**src/sv/assert_macros.svh**
```systemverilog
// ----------------------------------------------------------------------------
// assert_macros.svh
// Assertion helpers shared by the list engine modules.
// ----------------------------------------------------------------------------
`ifndef ASSERT_MACROS_SVH
`define ASSERT_MACROS_SVH

// Implication checked on every clock edge outside reset.
`define CLE_ASSERT(lbl, prop, msg) \
   lbl: assert property (@(posedge clock) disable iff (reset) prop) \
      else $error(msg);

// Antecedent in one cycle, consequent in the next.
`define CLE_ASSERT_NEXT(lbl, ante, cons, msg) \
   lbl: assert property (@(posedge clock) disable iff (reset) (ante) |=> (cons)) \
      else $error(msg);

`endif

```
**src/sv/cle_pkg.sv**
```systemverilog
// ----------------------------------------------------------------------------
// cle_pkg
// Shared constants, codes and types of the circular list engine.
// ----------------------------------------------------------------------------
package cle_pkg;

   localparam int POOL_SIZE_DEF = 16;
   localparam int DATA_W        = 32;

   localparam logic [1:0] OP_INSERT  = 2'd0;
   localparam logic [1:0] OP_DELETE  = 2'd1;
   localparam logic [1:0] OP_DISPLAY = 2'd2;

   localparam logic [1:0] STS_OK        = 2'd0;
   localparam logic [1:0] STS_NOT_FOUND = 2'd1;
   localparam logic [1:0] STS_FULL      = 2'd2;
   localparam logic [1:0] STS_EMPTY     = 2'd3;

   typedef enum logic [2:0] {
      S_IDLE,
      S_WR_FIRST,
      S_FIND,
      S_TAIL,
      S_WR_LINK,
      S_DISP,
      S_RESP
   } state_type;

   typedef struct packed {
      logic [1:0]               status;
      logic signed [DATA_W-1:0] value;
      logic                     last;
   } res_type;

endpackage

```
**src/sv/circular_list_engine_core.sv**
```systemverilog
// Insert walks the ring to the anchor node, then writes the new node and relinks the anchor;
//   an absent anchor gives STS_NOT_FOUND, an empty list takes the first node, a full pool STS_FULL.
// Delete: walks to the match, the front needs a tail walk; absent gives STS_NOT_FOUND, empty STS_EMPTY.
// Display: one value per cycle while the output register can take it (one read a cycle).
// Next request taken in the idle state after the last result loads.
// Reset (synchronous) empties the list and frees every node.
// ----------------------------------------------------------------------------
// circular_list_engine_core
// Circular singly linked list of signed words in a fixed node pool.
// ----------------------------------------------------------------------------
module circular_list_engine_core import cle_pkg::*; #(
   parameter int POOL_SIZE = POOL_SIZE_DEF
) (
   input  logic                clock,
   input  logic                reset,
   input  logic                req_tvalid,
   output logic                req_tready,
   input  logic [2*DATA_W-1:0] req_tdata,   // [31:0] item_value, [63:32] anchor_value
   input  logic [1:0]          req_tuser,   // [1:0] opcode
   output logic                rsp_tvalid,
   input  logic                rsp_tready,
   output logic [DATA_W-1:0]   rsp_tdata,   // [31:0] out_value
   output logic [1:0]          rsp_tuser,   // [1:0] status
   output logic                rsp_tlast    // last
);

   localparam int IW = (POOL_SIZE > 1) ? $clog2(POOL_SIZE) : 1;

   logic                     pool_full;
   logic [IW-1:0]            pool_free_idx;
   logic                     pool_set_en;
   logic [IW-1:0]            pool_set_idx;
   logic                     pool_clr_en;
   logic [IW-1:0]            pool_clr_idx;
   logic [IW-1:0]            rd_addr;
   logic signed [DATA_W-1:0] rd_value;
   logic [IW-1:0]            rd_next;
   logic                     wr_value_en;
   logic                     wr_next_en;
   logic [IW-1:0]            wr_addr;
   logic signed [DATA_W-1:0] wr_value;
   logic [IW-1:0]            wr_next;
   logic                     res_free;
   logic                     res_load;
   res_type                  res;

   logic                     out_valid_ff, out_valid_in;
   res_type                  out_res_ff, out_res_in;

   cle_ctrl #(.POOL_SIZE(POOL_SIZE), .IW(IW)) u_ctrl (
      .clock         (clock),
      .reset         (reset),
      .req_valid     (req_tvalid),
      .req_ready     (req_tready),
      .req_op        (req_tuser),
      .req_item      ($signed(req_tdata[DATA_W-1:0])),
      .req_anchor    ($signed(req_tdata[2*DATA_W-1:DATA_W])),
      .pool_full     (pool_full),
      .pool_free_idx (pool_free_idx),
      .pool_set_en   (pool_set_en),
      .pool_set_idx  (pool_set_idx),
      .pool_clr_en   (pool_clr_en),
      .pool_clr_idx  (pool_clr_idx),
      .rd_addr       (rd_addr),
      .rd_value      (rd_value),
      .rd_next       (rd_next),
      .wr_value_en   (wr_value_en),
      .wr_next_en    (wr_next_en),
      .wr_addr       (wr_addr),
      .wr_value      (wr_value),
      .wr_next       (wr_next),
      .res_free      (res_free),
      .res_load      (res_load),
      .res           (res)
   );

   cle_node_mem #(.POOL_SIZE(POOL_SIZE), .IW(IW)) u_node_mem (
      .clock       (clock),
      .rd_addr     (rd_addr),
      .rd_value    (rd_value),
      .rd_next     (rd_next),
      .wr_value_en (wr_value_en),
      .wr_next_en  (wr_next_en),
      .wr_addr     (wr_addr),
      .wr_value    (wr_value),
      .wr_next     (wr_next)
   );

   cle_free_pool #(.POOL_SIZE(POOL_SIZE), .IW(IW)) u_free_pool (
      .clock    (clock),
      .reset    (reset),
      .set_en   (pool_set_en),
      .set_idx  (pool_set_idx),
      .clr_en   (pool_clr_en),
      .clr_idx  (pool_clr_idx),
      .full     (pool_full),
      .free_idx (pool_free_idx)
   );

   // output register: refilled in the same cycle it is drained
   assign res_free = !out_valid_ff || rsp_tready;

   always_comb begin
      out_valid_in = out_valid_ff;
      out_res_in   = out_res_ff;
      if (res_load) begin
         out_valid_in = 1'b1;
         out_res_in   = res;
      end else if (rsp_tready) begin
         out_valid_in = 1'b0;
      end
   end

   always_ff @(posedge clock) begin
      if (reset) begin
         out_valid_ff <= 1'b0;
      end else begin
         out_valid_ff <= out_valid_in;
      end
   end

   always_ff @(posedge clock) begin
      out_res_ff <= out_res_in;
   end

   assign rsp_tvalid = out_valid_ff;
   assign rsp_tdata  = out_res_ff.value;
   assign rsp_tuser  = out_res_ff.status;
   assign rsp_tlast  = out_res_ff.last;

endmodule

```
**src/sv/cle_node_mem.sv**
```systemverilog
// ----------------------------------------------------------------------------
// cle_node_mem
// Node store: value and link per pool entry, one write and one registered read.
// ----------------------------------------------------------------------------
module cle_node_mem import cle_pkg::*; #(
   parameter int POOL_SIZE = POOL_SIZE_DEF,
   parameter int IW        = $clog2(POOL_SIZE)
) (
   input  logic                     clock,
   input  logic [IW-1:0]            rd_addr,
   output logic signed [DATA_W-1:0] rd_value,
   output logic [IW-1:0]            rd_next,
   input  logic                     wr_value_en,
   input  logic                     wr_next_en,
   input  logic [IW-1:0]            wr_addr,
   input  logic signed [DATA_W-1:0] wr_value,
   input  logic [IW-1:0]            wr_next
);

   logic signed [DATA_W-1:0] value_mem [POOL_SIZE];
   logic [IW-1:0]            next_mem  [POOL_SIZE];
   logic signed [DATA_W-1:0] rd_value_ff;
   logic [IW-1:0]            rd_next_ff;

   always_ff @(posedge clock) begin
      if (wr_value_en) begin
         value_mem[wr_addr] <= wr_value;
      end
      if (wr_next_en) begin
         next_mem[wr_addr] <= wr_next;
      end
      rd_value_ff <= value_mem[rd_addr];
      rd_next_ff  <= next_mem[rd_addr];
   end

   assign rd_value = rd_value_ff;
   assign rd_next  = rd_next_ff;

endmodule

```
**src/sv/cle_free_pool.sv**
```systemverilog
// ----------------------------------------------------------------------------
// cle_free_pool
// Occupancy bits of the node pool and lowest-free-entry selection.
// ----------------------------------------------------------------------------
`include "assert_macros.svh"

module cle_free_pool import cle_pkg::*; #(
   parameter int POOL_SIZE = POOL_SIZE_DEF,
   parameter int IW        = $clog2(POOL_SIZE)
) (
   input  logic          clock,
   input  logic          reset,
   input  logic          set_en,
   input  logic [IW-1:0] set_idx,
   input  logic          clr_en,
   input  logic [IW-1:0] clr_idx,
   output logic          full,
   output logic [IW-1:0] free_idx
);

   logic [POOL_SIZE-1:0] used_ff;
   logic [POOL_SIZE-1:0] used_in;

   always_comb begin
      used_in = used_ff;
      if (set_en) begin
         used_in[set_idx] = 1'b1;
      end
      if (clr_en) begin
         used_in[clr_idx] = 1'b0;
      end
   end

   always_ff @(posedge clock) begin
      if (reset) begin
         used_ff <= '0;
      end else begin
         used_ff <= used_in;
      end
   end

   // lowest free entry wins
   always_comb begin
      free_idx = '0;
      for (int i = POOL_SIZE - 1; i >= 0; i--) begin
         if (!used_ff[i]) begin
            free_idx = IW'(i);
         end
      end
   end

   assign full = &used_ff;

   `CLE_ASSERT(a_set_free, set_en |-> !used_ff[set_idx], "allocating a node already in use")
   `CLE_ASSERT(a_clr_used, clr_en |-> used_ff[clr_idx], "releasing a node not in use")

endmodule

```
**src/sv/cle_ctrl.sv**
```systemverilog
// ----------------------------------------------------------------------------
// cle_ctrl
// Sequencer: walks the ring one node per cycle unless the output stalls a display;
// searches use the shared comparator; issues the link updates for insert and delete.
// ----------------------------------------------------------------------------
`include "assert_macros.svh"

module cle_ctrl import cle_pkg::*; #(
   parameter int POOL_SIZE = POOL_SIZE_DEF,
   parameter int IW        = $clog2(POOL_SIZE)
) (
   input  logic                     clock,
   input  logic                     reset,
   input  logic                     req_valid,
   output logic                     req_ready,
   input  logic [1:0]               req_op,
   input  logic signed [DATA_W-1:0] req_item,
   input  logic signed [DATA_W-1:0] req_anchor,
   input  logic                     pool_full,
   input  logic [IW-1:0]            pool_free_idx,
   output logic                     pool_set_en,
   output logic [IW-1:0]            pool_set_idx,
   output logic                     pool_clr_en,
   output logic [IW-1:0]            pool_clr_idx,
   output logic [IW-1:0]            rd_addr,
   input  logic signed [DATA_W-1:0] rd_value,
   input  logic [IW-1:0]            rd_next,
   output logic                     wr_value_en,
   output logic                     wr_next_en,
   output logic [IW-1:0]            wr_addr,
   output logic signed [DATA_W-1:0] wr_value,
   output logic [IW-1:0]            wr_next,
   input  logic                     res_free,
   output logic                     res_load,
   output res_type                  res
);

   state_type                state_ff, state_in;
   logic [1:0]               op_ff, op_in;
   logic signed [DATA_W-1:0] item_ff, item_in;
   logic signed [DATA_W-1:0] anchor_ff, anchor_in;
   logic [1:0]               sts_ff, sts_in;
   logic [IW-1:0]            cur_ff, cur_in;
   logic [IW-1:0]            prev_ff, prev_in;
   logic [IW-1:0]            new_ff, new_in;
   logic [IW-1:0]            nx_ff, nx_in;
   logic [IW-1:0]            front_ff, front_in;
   logic                     empty_ff, empty_in;

   logic                     key_match;
   logic                     next_is_front;

   // the one comparator every search goes through (insert and delete)
   assign key_match     = (rd_value == ((op_ff == OP_INSERT) ? anchor_ff : item_ff));
   assign next_is_front = (rd_next == front_ff);

   always_ff @(posedge clock) begin
      if (reset) begin
         state_ff <= S_IDLE;
         front_ff <= '0;
         empty_ff <= 1'b1;
      end else begin
         state_ff <= state_in;
         front_ff <= front_in;
         empty_ff <= empty_in;
      end
   end

   always_ff @(posedge clock) begin
      op_ff     <= op_in;
      item_ff   <= item_in;
      anchor_ff <= anchor_in;
      sts_ff    <= sts_in;
      cur_ff    <= cur_in;
      prev_ff   <= prev_in;
      new_ff    <= new_in;
      nx_ff     <= nx_in;
   end

   always_comb begin
      state_in     = state_ff;
      op_in        = op_ff;
      item_in      = item_ff;
      anchor_in    = anchor_ff;
      sts_in       = sts_ff;
      cur_in       = cur_ff;
      prev_in      = prev_ff;
      new_in       = new_ff;
      nx_in        = nx_ff;
      front_in     = front_ff;
      empty_in     = empty_ff;
      req_ready    = 1'b0;
      rd_addr      = cur_ff;
      wr_value_en  = 1'b0;
      wr_next_en   = 1'b0;
      wr_addr      = cur_ff;
      wr_value     = item_ff;
      wr_next      = rd_next;
      pool_set_en  = 1'b0;
      pool_set_idx = new_ff;
      pool_clr_en  = 1'b0;
      pool_clr_idx = cur_ff;
      res_load     = 1'b0;
      res.status   = sts_ff;
      res.value    = '0;
      res.last     = 1'b1;

      case (state_ff)
         S_IDLE: begin
            req_ready = 1'b1;
            rd_addr   = front_ff;
            if (req_valid) begin
               op_in     = req_op;
               item_in   = req_item;
               anchor_in = req_anchor;
               cur_in    = front_ff;
               prev_in   = front_ff;
               new_in    = pool_free_idx;
               case (req_op)
                  OP_INSERT: begin
                     if (pool_full) begin
                        sts_in   = STS_FULL;
                        state_in = S_RESP;
                     end else if (empty_ff) begin
                        state_in = S_WR_FIRST;
                     end else begin
                        state_in = S_FIND;
                     end
                  end
                  OP_DELETE: begin
                     if (empty_ff) begin
                        sts_in   = STS_EMPTY;
                        state_in = S_RESP;
                     end else begin
                        state_in = S_FIND;
                     end
                  end
                  OP_DISPLAY: begin
                     if (empty_ff) begin
                        sts_in   = STS_EMPTY;
                        state_in = S_RESP;
                     end else begin
                        state_in = S_DISP;
                     end
                  end
                  default: begin
                     state_in = S_IDLE;
                  end
               endcase
            end
         end

         S_WR_FIRST: begin
            wr_value_en = 1'b1;
            wr_next_en  = 1'b1;
            wr_addr     = new_ff;
            wr_next     = new_ff;
            pool_set_en = 1'b1;
            front_in    = new_ff;
            empty_in    = 1'b0;
            sts_in      = STS_OK;
            state_in    = S_RESP;
         end

         S_FIND: begin
            if (key_match) begin
               if (op_ff == OP_INSERT) begin
                  // new node inherits the anchor's link
                  wr_value_en = 1'b1;
                  wr_next_en  = 1'b1;
                  wr_addr     = new_ff;
                  state_in    = S_WR_LINK;
               end else if (cur_ff == front_ff) begin
                  if (rd_next == cur_ff) begin
                     pool_clr_en = 1'b1;
                     empty_in    = 1'b1;
                     front_in    = '0;
                     sts_in      = STS_OK;
                     state_in    = S_RESP;
                  end else begin
                     // front goes: find the tail to close the ring
                     nx_in    = rd_next;
                     cur_in   = rd_next;
                     rd_addr  = rd_next;
                     state_in = S_TAIL;
                  end
               end else begin
                  wr_next_en  = 1'b1;
                  wr_addr     = prev_ff;
                  pool_clr_en = 1'b1;
                  sts_in      = STS_OK;
                  state_in    = S_RESP;
               end
            end else if (next_is_front) begin
               sts_in   = STS_NOT_FOUND;
               state_in = S_RESP;
            end else begin
               prev_in = cur_ff;
               cur_in  = rd_next;
               rd_addr = rd_next;
            end
         end

         S_TAIL: begin
            if (next_is_front) begin
               wr_next_en   = 1'b1;
               wr_next      = nx_ff;
               pool_clr_en  = 1'b1;
               pool_clr_idx = front_ff;
               front_in     = nx_ff;
               sts_in       = STS_OK;
               state_in     = S_RESP;
            end else begin
               cur_in  = rd_next;
               rd_addr = rd_next;
            end
         end

         S_WR_LINK: begin
            wr_next_en  = 1'b1;
            wr_next     = new_ff;
            pool_set_en = 1'b1;
            sts_in      = STS_OK;
            state_in    = S_RESP;
         end

         S_DISP: begin
            res.status = STS_OK;
            res.value  = rd_value;
            res.last   = next_is_front;
            // read port stays on the current node while the output is busy
            if (res_free) begin
               res_load = 1'b1;
               if (next_is_front) begin
                  state_in = S_IDLE;
               end else begin
                  cur_in  = rd_next;
                  rd_addr = rd_next;
               end
            end
         end

         S_RESP: begin
            if (res_free) begin
               res_load = 1'b1;
               state_in = S_IDLE;
            end
         end

         default: begin
            state_in = S_IDLE;
         end
      endcase
   end

   `CLE_ASSERT(a_empty_front, empty_ff |-> (front_ff == '0), "empty list with non-zero front")
   `CLE_ASSERT_NEXT(a_disp_end, (state_ff == S_DISP) && res_load && res.last, (state_ff == S_IDLE), "display did not finish after its last request")

endmodule
```
**config.mk**
```make
export PLATFORM = sky130hd
export DESIGN_NAME = circular_list_engine_core
export DESIGN_NICKNAME = d
export VERILOG_FILES = /design/src/sv/cle_pkg.sv /design/src/sv/circular_list_engine_core.sv /design/src/sv/cle_node_mem.sv /design/src/sv/cle_free_pool.sv /design/src/sv/cle_ctrl.sv
export VERILOG_INCLUDE_DIRS = /design/src /design/src/sv
export SDC_FILE = /design/constraint.sdc
export NUM_CORES = 1
export LEC_CHECK = 0
export ABC_CLOCK_PERIOD_IN_PS = 14500
export BUFFER_PORTS_ARGS = -buffer_cell sky130_fd_sc_hd__buf_2
export CAP_MARGIN = 10
export CORE_MARGIN = 1
export CORE_UTILIZATION = 25
export DETAILED_ROUTE_END_ITERATION = 7
export HOLD_SLACK_MARGIN = 0.05
export PLACE_DENSITY = 0.49
export SLEW_MARGIN = 20
export SYNTH_ARGS = -nofsm -noshare
export SYNTH_HDL_FRONTEND = slang
export SYNTH_SLANG_ARGS = --single-unit
```
**constraint.sdc**
```tcl
create_clock -name clock -period 14.5 [get_ports clock]
set_clock_uncertainty 0.2 [all_clocks]
set_input_delay 2.175 -clock clock [delete_from_list [all_inputs] [get_ports clock]]
set_output_delay 2.175 -clock clock [all_outputs]
set_load 0.01 [all_outputs]
```
==> results by group, run 1 <==
Hold path
  • Hold Path Stages: 2
  • Min-delay worst type: flop to flop
  • Hold path startpoint: u_free_pool.used_ff[14]$_SDFF_PP0_
  • Min-Delay Endpoint: u_free_pool.used_ff[14]$_SDFF_PP0_

Finish
  • Design area: ~0.036 mm2
  • Layout cells sized above 1: 17.5%
  • Layout area overhead: 16.7%
  • Nets: 2179
  • Fillers: about 12k

Clock tree
  • Total CTS buffers: 81
  • TritonCTS clock tree: done
  • PostCTS Resize Cnt: 0
  • Clk buf depth: 3
  • Clk_lat worst skew: 0.66 ns
  • Setup Buffers After CTS: 0
  • Hold buffer count at cts: 0
  • Clock sink count: roughly 760
  • Htree depth: 3
  • CTS clock-pin slew for the worst setup and hold paths: around 0.06 ns
  • CTS root buf: clkbuf_16

Synthesis
  • Syn Area/Cell: around 15 um2
  • Area leader, netlist: edfxtp_1
  • Synthesized area: 0.0309 mm2
  • Post-Synthesis Cells: between 1.5k and 2k
  • Synth top area cells: edfxtp_1, mux2i_1, dfxtp_1, mux2_2, a211oi_1
  • Synth cell types: between 60 and 70
  • Synth top area share: between 60% and 70%
  • Ys flop type: edfxtp_1
  • Mapped Nets: about 2.1k
  • Asr flop ratio synth: 0%
  • Register area share after synthesis: 71.6%
  • EDFF count, synth: about 700
  • Ys Warns: 0
  • Synth Register Bits: 756

GRT
  • Vias in the first global route: approximately 17k
  • Initial antenna violation count: 4
  • GRT overflow: 0
  • First-pass GRT wire length: 127000 um
  • Tot GR Track Use: 14.0%
  • Largest net degree at the start of global routing: 172

Floorplanning
  • Die Ht: 353 um
  • I/O pins: 107
  • Core area: ~0.12 mm2
  • Die area: 0.125 mm2
  • Rows: 128
  • Initial Util: 25.3%
  • Width of the die: 353 um

Worst setup path
  • Crit end category: flop
  • Worst r2r dst: u_node_mem.rd_value[8]$_DFF_P_
  • WP data required: about 15 ns
  • Worst Setup Start Kind: flop
  • Crit path kind: flop to flop
  • Reg-to-reg critical path startpoint: u_ctrl.op_ff[1]$_DFFE_PP_
  • Max FO, Critical Path: 171
  • Signal arrival time at the worst endpoint: just under 8 ns
  • Worst R2R Path Depth: 13
  • Reg2reg setup slack: 7.05 ns

STA
  • Fin. Hold Viols: 0
  • Max Slew Vio Count: 0
  • Final period utilization: between 50% and 60%
  • Final setup violation count: 0
  • Max Freq: 0.134 GHz
  • Setup Total Neg Slack: 0 ns
  • Relative slew slack: 27.2%
  • Fin Hold WS: 0.320 ns
  • Unrepaired setup endpoints after global routing: no
  • Fin crit period: 7.45 ns
  • Worst-Margin Slew: 1.09 ns

Power
  • Pwr dens: 173 mW/mm2
  • Peak VDD IR: 0.109 mV
  • P_leak: 12.5 nW

Route
  • Final WL: 89500 um
  • Post-DR wirelength/cell: about 24 um
  • Routed Antenna Nets: 0
  • Drt initial violations: 1521
  • Vias: approximately 18k
  • Drt pass-1 iters: 5
  • Drc violations: 0
  • Via/cell ratio: 4.69

Placed design
  • Routability-driven placement congestion ratio: 0.839
  • IO Port Bufs: 106
  • DP Area: 0.0333 mm2
  • Post-DP HPWL: roughly 51000 um

Run status
  • Status: finished, final reports clean

Run
  • Max Cap Violations: 0
[placed cells by master, fill, tap and decap left out, types with 6 or more instances in the layout]
cell / instances
and2_1: 7
nor4_1: 7
clkinv_1: 7
xnor2_1: 19
or3_1: 10
o21ai_0: 27
clkbuf_16: 81
nand3_1: 21
a221o_1: 39
nand2b_1: 21
clkinv_2: 15
a21oi_1: 108
o31ai_1: 6
inv_1: 32
mux2_2: 78
buf_2: 106
o22ai_1: 42
and3_1: 25
edfxtp_1: 695
xor2_1: 21
nand2_1: 67
a211oi_1: 90
nor2b_1: 83
a22oi_1: 6
nor2_1: 59
dfxtp_1: 60
bufinv_16: 9
clkinvlp_4: 7
mux2i_1: 218
nand4_1: 8
o221ai_1: 6
buf_4: 37
nor2_4: 16
clkbuf_1: 21
a31oi_1: 11
nor3_1: 15
[through the flow]
stage	power [mW]	setup slack (ns)	instances	util [%]
2_1_floorplan	3.71	8.07	1992	-
3_3_place_gp	4.16	6.96	3647	27.3
3_5_place_dp	4.18	7.11	3647	27.3
4_1_cts	6.29	7.08	3797	29.5
5_1_grt	6.48	6.69	3797	29.5
6_report	6.23	7.05	3798	29.5
[cells in the mapped netlist (4+ instances only)]
cell / count
buf_6: 12
buf_2: 19
xor2_1: 21
inv_1: 32
dfxtp_1: 61
o211a_1: 4
nand2_1: 67
a221o_1: 39
buf_8: 6
a2111oi_0: 4
a211oi_1: 90
a21o_1: 5
ha_1: 4
o21ai_0: 27
or2_2: 5
o31ai_1: 6
a31oi_1: 11
nor2b_1: 83
a21oi_1: 110
nor2_1: 77
mux2i_1: 218
nand3_1: 23
and2_1: 8
mux2_2: 78
a22oi_1: 6
o2111ai_1: 6
o22ai_1: 42
edfxtp_1: 695
a311oi_1: 4
clkbuf_1: 67
o21a_1: 4
nand2b_1: 21
or3_1: 10
nand4_1: 8
nor3_1: 16
xnor2_1: 19
buf_4: 8
o221ai_1: 6
and3_1: 25
nor4_1: 7
[cell type report]
cell class	count	area, um2	area share (%)
clock buffer	105	2150	5.96
tap	1625	2030	5.65
clock inverter	45	554	1.54
antenna	1	2.50	0.00695
inverter	32	120	0.334
timing repair buffer	145	848	2.36
sequential	756	22100	61.4
multi-input combinational	1089	8210	22.8
[per-layer routing]
layer  vias up  GRT usage [%]  routed length (um)
li1       8001              -                   -
met1      9083           19.9               42000
met2       604           21.8               40200
met3       129           2.60                5460
met4         0           3.28                1790
met5         -              0                   0
[flip-flops by register name, summed over array words and instances (netlist names), 16 cells and up]
name                  cells
u_free_pool.used_ff      16
u_node_mem.rd_value      32
u_node_mem.value_mem    512
rsp_tdata                32
u_ctrl.wr_value          32
u_ctrl.anchor_ff         32
u_node_mem.next_mem      64
[kinds of logic after synthesis]
group,count (synthesis),synth area share (%)
multiplexers,296,9.92
adder cells (fa/ha/maj),4,0.162
flip-flops,756,71.6
AO/OA/AOI/OAI,387,8.65
AND/OR/NAND/NOR,362,6.09
XOR/XNOR,40,1.14
buffers and inverters,147,2.47
[worst max path at each step]
stage | startpoint | endpoint | slack [ns] | depth (start not counted)
detailed placement | u_ctrl.op_ff[1]$_DFFE_PP_ | u_node_mem.rd_value[8]$_DFF_P_ | 7.11 | 13
floorplan | u_ctrl.op_ff[1]$_DFFE_PP_ | u_node_mem.value_mem[15][0]$_DFFE_PP_ | 8.07 | 15
global placement | u_ctrl.op_ff[1]$_DFFE_PP_ | u_node_mem.rd_value[12]$_DFF_P_ | 6.96 | 13
CTS | u_ctrl.op_ff[1]$_DFFE_PP_ | u_node_mem.rd_value[1]$_DFF_P_ | 7.08 | 13
global route | u_ctrl.op_ff[1]$_DFFE_PP_ | u_node_mem.rd_value[8]$_DFF_P_ | 6.69 | 13
finish | u_ctrl.op_ff[1]$_DFFE_PP_ | u_node_mem.rd_value[8]$_DFF_P_ | 7.05 | 13
[power by group]
group / total [mW] / internal [mW] / leakage (nW) / switching [mW]
clock: 2.10 / 1.22 / 1.30 / 0.877
combinational: 1.36 / 0.523 / 4.46 / 0.838
sequential: 2.77 / 2.58 / 6.76 / 0.195
total: 6.23 / 4.32 / 12.5 / 1.91
[critical path: stages (launching register included)]
cell and delay (ns):
edfxtp_1 0.52, nor2_2 0.77, mux2_2 0.42, a222oi_1 0.31
nand4_1 0.32, or3_1 0.71, or3_1 0.50, a31oi_4 0.90
buf_12 0.69, buf_12 0.80, mux2i_1 0.28, mux2_2 0.18
o22ai_1 0.08, a221o_1 0.30
Power figures use the tool's default switching activity.
==> inputs of run 2 (changes only) <==
- ABC_CLOCK_PERIOD_IN_PS: 14500 -> 7100
- clock period: 14.5 -> 7.1 ns (I/O delays scaled with it)
==> run 2 against run 1 <==
  * First-iteration DRC count shrank 1.4%
  * Fmax rose by 26%
  * Setup slack got worse by 5.8 ns
  * Critical endpoint is now u_node_mem.value_mem[14][1]$_DFFE_PP_
  * Die area stayed put
  * Largest cell class unchanged
  * Cell count rose by 0.95%
  * Global-route usage shrank 0.16 points
==> results by group, run 2 (synthesis gave the netlist of run 1 again) <==
Hold path
  • Min-delay worst type: flop to flop (unchanged)

Route
  • Routed Antenna Nets: 0 (unchanged)
  • Post-DR wirelength/cell: 22.9 um (was 23.6 um)
  • Drc violations: 0 (unchanged)
  • Drt initial violations: 1499 (was 1521)
  • Drt pass-1 iters: 6 (was 5)
  • Vias: 18.0k (was 17.8k)
  • Via/cell ratio: 4.70 (was 4.69)
  • Final WL: 88000 um (was 89500 um)

Floorplanning
  • Rows: 128 (unchanged)
  • Width of the die: 353 um (unchanged)
  • I/O pins: 107 (unchanged)
  • Die Ht: 353 um (unchanged)
  • Die area: 0.125 mm2 (unchanged)
  • Core area: 0.122 mm2 (unchanged)
  • Initial Util: 25.3% (unchanged)

Clock tree
  • Clk_lat worst skew: 0.66 ns (about the same)
  • Clock sink count: 756 (unchanged)
  • Setup Buffers After CTS: 0 (unchanged)
  • Hold buffer count at cts: 0 (unchanged)
  • PostCTS Resize Cnt: 0 (unchanged)
  • Total CTS buffers: 85 (was 81)
  • Clk buf depth: 3 (unchanged)
  • TritonCTS clock tree: done (unchanged)
  • Htree depth: 3 (unchanged)
  • CTS root buf: clkbuf_16 (unchanged)
  • CTS clock-pin slew for the worst setup and hold paths: 0.06 ns (about the same)

Worst setup path
  • Worst Setup Start Kind: flop (unchanged)
  • Max FO, Critical Path: 19 (was 171)
  • Delay-heaviest family, CP: simple AND/OR/NAND/NOR gates (unchanged)
  • CP max-delay cell: or3_1 (was a31oi_4)
  • Crit end category: flop (unchanged)
  • Max incr delay on CP: 0.63 ns (was 0.90 ns)
  • Reg2reg setup slack: 1.20 ns (was 7.05 ns)
  • Crit path kind: flop to flop (unchanged)
  • CP dominant cell by count: or3_1
  • WP data required: 7.20 ns (was 14.83 ns)
  • Signal arrival time at the worst endpoint: 6.00 ns (was 7.78 ns)
  • Buf/Inv on CP: 1 (was 2)
  • Crit path cell chain: or2_1, a2111oi_0, nor2_1, or4b_4, or3_1, or3_1, o31ai_1, o21ai_0, nand2b_1, nor2_4, buf_4 (was nor2_2, mux2_2, a222oi_1, nand4_1, or3_1, or3_1, a31oi_4, buf_12, buf_12, mux2i_1, mux2_2, o22ai_1, a221o_1)

GRT
  • Initial antenna violation count: 6 (was 4)
  • First-pass GRT wire length: 126000 um (was 127000 um)
  • Met3 GRT Util: 3.10% (was 2.60%)
  • Tot GR Track Use: 13.8% (was 14.0%)
  • GR Util met2: 21.3% (was 21.8%)
  • Vias in the first global route: 17.8k (was 17.5k)
  • Largest net degree at the start of global routing: 117 (was 172)
  • Met1 Track Usage GR: 19.4% (was 19.9%)
  • Top Usage Layer GRT: met2 (unchanged)
  • GRT overflow: 0 (unchanged)

Run
  • Max Cap Violations: 0 (unchanged)

Finish
  • Leading cell type in the layout, fill and taps excluded: edfxtp_1 (unchanged)
  • Layout area overhead: 17.9% (was 16.7%)
  • Max FFs per register: 512 (unchanged)
  • Layout cells sized above 1: 18.4% (was 17.5%)
  • Fillers: 12.0k (was 12.1k)
  • FF/Latch Area: 0.0221 mm2 (unchanged)
  • Most frequent cells in the layout: edfxtp_1, mux2i_1, a21oi_1 (unchanged)
  • Nets: 2211 (was 2179)
  • Area taken by multi-input logic gates: 0.00819 mm2 (was 0.00821 mm2)
  • Biggest regs: u_node_mem.value_mem x512, u_node_mem.next_mem x64 (unchanged)
  • Reg with most FFs: u_node_mem.value_mem (unchanged)

STA
  • Fin crit period: 5.90 ns (was 7.45 ns)
  • Worst-Margin Slew: 1.08 ns (was 1.09 ns)
  • Setup Total Neg Slack: 0 ns (unchanged)
  • Max Slew Vio Count: 0 (unchanged)
  • Fin worst setup slack: 1.20 ns (was 7.05 ns)
  • Max Freq: 0.170 GHz (was 0.134 GHz)
  • Final setup violation count: 0 (unchanged)
  • Fin. Hold Viols: 0 (unchanged)
  • Unrepaired setup endpoints after global routing: no (unchanged)
  • Final period utilization: 83.1% (was 51.4%)
  • Relative slew slack: 27.6% (was 27.2%)

Placed design
  • Post-Place Setup Slack: 1.26 ns (was 7.11 ns)
  • Post-DP HPWL: 56200 um (was 51200 um)
  • IO Port Bufs: 106 (unchanged)
  • Routability-driven placement congestion ratio: 0.878 (was 0.839)

Power
  • P_leak: 12.8 nW (was 12.5 nW)
  • Pwr dens: 357 mW/mm2 (was 173 mW/mm2)
  • Peak VDD IR: 0.189 mV (was 0.109 mV)

Run status
  • Status: finished, final reports clean (unchanged)
## run 2: cell types whose count changed in the layout (fill, tap and decap cells not counted), moves of 4 or more
cell        delta
clkbuf_16      +4
clkinvlp_4     -6
buf_12         +6
buf_4         +22
clkinv_1       +9
## run 2: layout make-up
| class | instances | area share, % |
|---|---|---|
| antenna | 2 | 0.0137 |
| clock buffer | 107 | 6.12 |
| clock inverter | 50 | 1.65 |
| inverter | 32 | 0.330 |
| multi-input combinational | 1089 | 22.5 |
| sequential | 756 | 60.7 |
| tap | 1625 | 5.58 |
| timing repair buffer | 173 | 3.11 |
## run 2: worst reg2reg max path, delay by kind of cell, from the launching register on
kind	cells	cell delay (ns)
AOI/OAI and AO/OA	3	1.05
buffers and inverters	1	0.49
DFF	1	0.51
and+or+nand+nor	7	3.31
## run 2: final timing paths
check,start,endpoint,cells after the start
min,u_free_pool.used_ff[14]$_SDFF_PP0_,u_free_pool.used_ff[14]$_SDFF_PP0_,2
max reg2reg,u_ctrl.op_ff[1]$_DFFE_PP_,u_node_mem.value_mem[14][1]$_DFFE_PP_,11
min reg2reg,u_free_pool.used_ff[14]$_SDFF_PP0_,u_free_pool.used_ff[14]$_SDFF_PP0_,2
max,u_ctrl.op_ff[1]$_DFFE_PP_,u_node_mem.value_mem[14][1]$_DFFE_PP_,11
## run 2: report_power, final
group / internal [mW] / switching (mW) / total (mW)
clock: 2.61 / 1.82 / 4.44
sequential: 5.26 / 0.391 / 5.65
combinational: 1.11 / 1.80 / 2.91
## run 2: stage by stage
stage	hold slack (ns)	util (%)	cells	power [mW]	instance area (um2)
after floorplan	0.276	-	1992	7.57	30900
after global placement	0.294	27.5	3675	8.64	33600
after detailed placement	0.320	27.5	3675	8.67	33600
after CTS	0.327	29.8	3832	13.1	36400
after global routing	0.332	29.8	3832	13.5	36400
final	0.344	29.8	3834	13.0	36400
## run 2: layer usage
metal | part of all wire, % | vias up
met1 | 46 | 9171
met3 | 7.1 | 126
met2 | 45 | 631
li1 | - | 8074
met4 | 2.5 | 0
met5 | 0 | -
